$ cat src/design/mfs_pkg.sv
// Shared types and constants for the maximum-frequency stack.
`timescale 1ns / 1ps
package mfs_pkg;

   localparam int ENTRY_CAPACITY_DEF    = 256;
   localparam int DISTINCT_CAPACITY_DEF = 256;
   localparam int VALUE_W               = 32;
   localparam int STATUS_W              = 2;

   localparam logic [STATUS_W-1:0] ST_OK         = 2'd0;
   localparam logic [STATUS_W-1:0] ST_POP_EMPTY  = 2'd1;
   localparam logic [STATUS_W-1:0] ST_STORE_FULL = 2'd2;
   localparam logic [STATUS_W-1:0] ST_TABLE_FULL = 2'd3;

   localparam logic REQ_PUSH = 1'b0;
   localparam logic REQ_POP  = 1'b1;

   typedef enum logic [3:0] {
      OP_NONE,
      OP_LOAD,
      OP_SCAN,
      OP_PUSH_A,
      OP_PUSH_B,
      OP_POP_TOP,
      OP_POP_A,
      OP_POP_B,
      OP_DEC,
      OP_RESULT
   } op_type;

   typedef struct packed {
      op_type                op;
      logic [STATUS_W-1:0]   status;
   } cmd_type;

   typedef struct packed {
      logic is_pop;
      logic store_full;
      logic stack_empty;
      logic scan_done;
      logic slot_found;
      logic slot_free;
   } stat_type;

endpackage

$ cat src/design/mfs_control.sv
// Controller: sequences each request through the datapath.
`timescale 1ns / 1ps
module mfs_control (
   input  logic               clock,
   input  logic               reset,
   input  logic               req_tvalid,
   output logic               req_tready,
   output logic               rsp_tvalid,
   input  logic               rsp_tready,
   input  mfs_pkg::stat_type  stat,
   output mfs_pkg::cmd_type   cmd
);
   import mfs_pkg::*;

   typedef enum logic [3:0] {
      S_IDLE, S_DECODE, S_POP_TOP, S_POP_A, S_POP_B,
      S_SCAN, S_PUSH_A, S_PUSH_B, S_DEC, S_DONE
   } state_type;

   state_type           state_ff, state_in;
   logic [STATUS_W-1:0] status_ff, status_in;
   logic                rsp_valid_ff, rsp_valid_in;
   logic                out_free;

   assign out_free   = !rsp_valid_ff || rsp_tready;
   assign req_tready = (state_ff == S_IDLE);
   assign rsp_tvalid = rsp_valid_ff;

   always_comb begin
      state_in     = state_ff;
      status_in    = status_ff;
      rsp_valid_in = rsp_valid_ff && !rsp_tready;
      cmd.op       = OP_NONE;
      cmd.status   = status_ff;
      unique case (state_ff)
         S_IDLE: if (req_tvalid) begin
            cmd.op   = OP_LOAD;
            state_in = S_DECODE;
         end
         S_DECODE: begin
            if (stat.is_pop) begin
               if (stat.stack_empty) begin
                  status_in = ST_POP_EMPTY;
                  state_in  = S_DONE;
               end else begin
                  state_in = S_POP_TOP;
               end
            end else if (stat.store_full) begin
               status_in = ST_STORE_FULL;
               state_in  = S_DONE;
            end else begin
               state_in = S_SCAN;
            end
         end
         S_POP_TOP: begin
            cmd.op   = OP_POP_TOP;
            state_in = S_POP_A;
         end
         S_POP_A: begin
            cmd.op   = OP_POP_A;
            state_in = S_POP_B;
         end
         S_POP_B: begin
            cmd.op   = OP_POP_B;
            state_in = S_SCAN;
         end
         S_SCAN: begin
            cmd.op = OP_SCAN;
            if (stat.scan_done) begin
               if (stat.is_pop) begin
                  state_in = S_DEC;
               end else if (stat.slot_found || stat.slot_free) begin
                  state_in = S_PUSH_A;
               end else begin
                  status_in = ST_TABLE_FULL;
                  state_in  = S_DONE;
               end
            end
         end
         S_PUSH_A: begin
            cmd.op   = OP_PUSH_A;
            state_in = S_PUSH_B;
         end
         S_PUSH_B: begin
            cmd.op    = OP_PUSH_B;
            status_in = ST_OK;
            state_in  = S_DONE;
         end
         S_DEC: begin
            cmd.op    = OP_DEC;
            status_in = ST_OK;
            state_in  = S_DONE;
         end
         S_DONE: if (out_free) begin
            cmd.op       = OP_RESULT;
            rsp_valid_in = 1'b1;
            state_in     = S_IDLE;
         end
         default: state_in = S_IDLE;
      endcase
   end

   always_ff @(posedge clock) begin
      if (reset) begin
         state_ff     <= S_IDLE;
         status_ff    <= ST_OK;
         rsp_valid_ff <= 1'b0;
      end else begin
         state_ff     <= state_in;
         status_ff    <= status_in;
         rsp_valid_ff <= rsp_valid_in;
      end
   end

endmodule

$ cat config.mk
export PLATFORM = sky130hd
export DESIGN_NAME = mfs_control
export DESIGN_NICKNAME = d
export VERILOG_FILES = /design/src/design/mfs_pkg.sv /design/src/design/mfs_control.sv
export SDC_FILE = /design/constraint.sdc
export NUM_CORES = 1
export LEC_CHECK = 0
export BUFFER_PORTS_ARGS = -buffer_cell sky130_fd_sc_hd__buf_2
export CAP_MARGIN = 10
export CORE_UTILIZATION = 40
export CTS_CLUSTER_SIZE = 40
export DETAILED_ROUTE_END_ITERATION = 6
export GPL_TIMING_DRIVEN = 1
export PLACE_DENSITY = 0.71
export SYNTH_ARGS = -nofsm -noshare
export SYNTH_HDL_FRONTEND = slang
export SYNTH_SLANG_ARGS = --single-unit
$ cat constraint.sdc
create_clock -name clock -period 1.5 [get_ports clock]
set_input_delay 0.075 -clock clock [delete_from_list [all_inputs] [get_ports clock]]
set_output_delay 0.075 -clock clock [all_outputs]
set_load 0.01 [all_outputs]
==> reports/qor.yml <==
pwr:
  switchingPower_uw: 240
  power_uw: 692
  p_leak_nw: 0.326
  p_per_area_nw_per_um2: 890
  peakVddDrop_uv: 458
  power.clock.fraction_pct: 25.1
  p_seq_share_pct: 34.3
  swShare_pct: 34.6
  combPwrFrac_pct: 40.6
  p_int_uw: 453
logic_synthesis:
  synth_area_leaders: "dfxtp_1 (23%), buf_6 (5.5%), nand2b_1 (5.1%), nor4b_4 (3.9%), o221a_1 (3.7%)"
  synthArstFlopShare_pct: 0
  synth_top_flop_cell: "dfxtp_1"
  yosys.area_share.simple_pct: 33.3
  synth_cells: 74
  synth_xor_area_share_pct: 2.86
  ys_ff_latch: 7
  synth_fa_ha_area_share_pct: 0
  synth_top_area_cell: "dfxtp_1"
  syn-cell-area_um2: 613
  synth_edf_count: 0
  yosys.cell_count.top_type: "dfxtp_1"
  ys_top_cells_by_count: "dfxtp_1 (7), nand2_1 (5), nand2b_1 (5), nor2_1 (5), a21oi_1 (4)"
  yosys_warnings: 0
  syn-num-nets: 84
  synth_compound_area_share_pct: 29.4
  synth.area.mux_share_pct: 1.63
  synth_seq_area_share_pct: 22.9
  netlist.area_leader.share_pct: 22.9
  synth_top_family_by_area: "simple AND/OR/NAND/NOR gates"
  syn_area_per_cell_um2: 8.28
  synth_cell_types: 40
worst_setup_path:
  cp_common_cell: "buf_4"
  startpoint_type: "flip-flop"
  cp_cell_sequence: "buf_4 -> nor2_4 -> buf_4 -> nand3_1 -> o32ai_1 -> buf_2"
  crit_fanout: 7
  end_kind: "output pin"
  critPathKind: "flip-flop to output pin"
  ff2ff_setup_slack_ps: 120
  cp_slowest_cell: "dfxtp_4"
  cp.arrival_ps: 1330
  cpPeakStageDelay_ps: 370
  crit_start: "state_ff[2]"
  worstRegToRegCells: 4
  rr_endpoint: "status_ff[1]"
  timing.rr.start: "state_ff[3]"
  cp.required_ps: 1420
die:
  start_util_pct: 44.9
  ios: 18
  die_y_um: 41.2
  core_um2: 1370
  die_area_um2: 1690
  num_rows: 13
  die_x_um: 41.2
clocking:
  clk_pin_slew_ps: 50
  cts_htree_levels: 1
  cts_buffer_depth: 2
  root_buffer: "clkbuf_4"
  cts_buffers: 3
  clock_latency_ps: 250
  tritoncts: "done"
  cts.sinks: 7
placed_design:
  place_congestion: 0.939
  io_buffers: 17
  dp_hpwl_mm: 1.15
route:
  drtIter0Drc: 20
  wl_per_cell_um: 13.5
  vias: 656
  wirelength_mm: 1.53
  antenna_left: 0
  viasPerCell: 5.81
  drc: 0
  dr.pass1.iters: 4
hold_path:
  min_to: "rsp_tvalid"
  worstHoldPathCells: 2
  min_from: "reset"
  min-delay-path-class: "primary input to flip-flop"
grt:
  grt_use_total_pct: 23.1
  grt_pass1_vias: 579
  grt_pass1_wl_mm: 2.46
  grt_overflow: 0
  grt_max_degree: 15
  grt_antenna_before_repair: 0
timing:
  worst_pin_slew_ps: 331
  tns_ps: 0
  period_share_pct: 94.0
  hold_violations: 0
  fin_crit_ps: 1410
  slew_viol_final: 0
  slew_headroom_pct: 77.7
  fmax_ghz: 0.710
  setup-violations-final: 0
  finalClockSkew_ps: 1.51
  rsz0062_at_grt: "false"
final_layout:
  antennaDiodeCount: 0
  drive_above_1_share_pct: 39.8
  areaGrowthSynthToFinish_pct: 26.9
  nNetsFinal: 109
status:
  outcome: "complete, no violations"
job:
  maxCapViolCount: 0
-- per-layer routing --
layer | up-vias | share of wire [%] | track usage, %
met5 | - | 0 | 0
met4 | 0 | 0.85 | 9.68
met3 | 2 | 7.5 | 8.15
met2 | 26 | 48 | 41.0
met1 | 300 | 43 | 24.4
li1 | 328 | - | -
-- cell families (layout without fill, tap and decap cells) --
family	after synthesis	in the layout
xor+xnor	2	2
compound gates	23	23
mux	1	1
buf+inv	9	33
flops	7	7
simple gates	32	32
-- timing repair --
item,in CTS,in global routing
hold buffers,0,0
setup endpoints to repair,4,3
setup buffers,0,1
pin swaps,0,2
gates resized for setup,3,3
-- worst max-delay path: cells and delay by family, from the launching register on --
kind	cells	cell delay, ps
and+or+nand+nor	2	160
AOI/OAI and AO/OA	1	90
DFF	1	370
buffers and inverters	3	460
-- through the flow --
step / worst slack, ps / util [%] / area (um^2) / std cells / hold WS (ps)
floorplan: 165 / - / 613 / 74 / 147
global placement: 59.9 / 53.5 / 731 / 108 / 328
detailed placement: 16.4 / 53.5 / 731 / 108 / 340
CTS: 16.0 / 56.0 / 764 / 112 / 64.6
global route: 1.06 / 57.0 / 778 / 113 / 87.7
finish: 90.6 / 57.0 / 778 / 113 / 73.0
-- cell usage in the layout, fill, tap and decap left out, drive strengths merged, types with 2 or more instances in the layout --
cell type / count
a21oi: 5
buf: 27
clkbuf: 4
dfxtp: 7
inv: 2
nand2: 5
nand2b: 5
nand4: 2
nor2: 6
nor2b: 3
nor3: 2
nor4: 3
o21ai: 3
o21bai: 2
o221a: 2
o22ai: 2
-- layout make-up --
cell class	count	area, um^2
fill	134	588
timing repair buffer	27	160
multi-input combinational	58	417
tap	15	18.8
inverter	2	7.51
clock buffer	4	26.3
sequential	7	149
-- registers in the layout (all words and copies together), names as in the netlist --
name and count:
state_ff 4, status_ff 2, rsp_tvalid 1
-- how the worst max path moves through the flow --
stage / endpoint
2_1_floorplan: state_ff[3]
3_3_place_gp: state_ff[2]
3_5_place_dp: status_ff[0]
4_1_cts: cmd[2]
5_1_grt: cmd[2]
6_report: cmd[2]
-- power by group through the flow --
stage,Clock (mW),Combinational (mW),Sequential [mW]
2_1_floorplan,0,0.196,0.228
3_3_place_gp,0,0.267,0.241
3_5_place_dp,0,0.273,0.240
4_1_cts,0.181,0.276,0.238
5_1_grt,0.191,0.312,0.242
6_report,0.174,0.281,0.238
(Power assumes the default switching activity.)
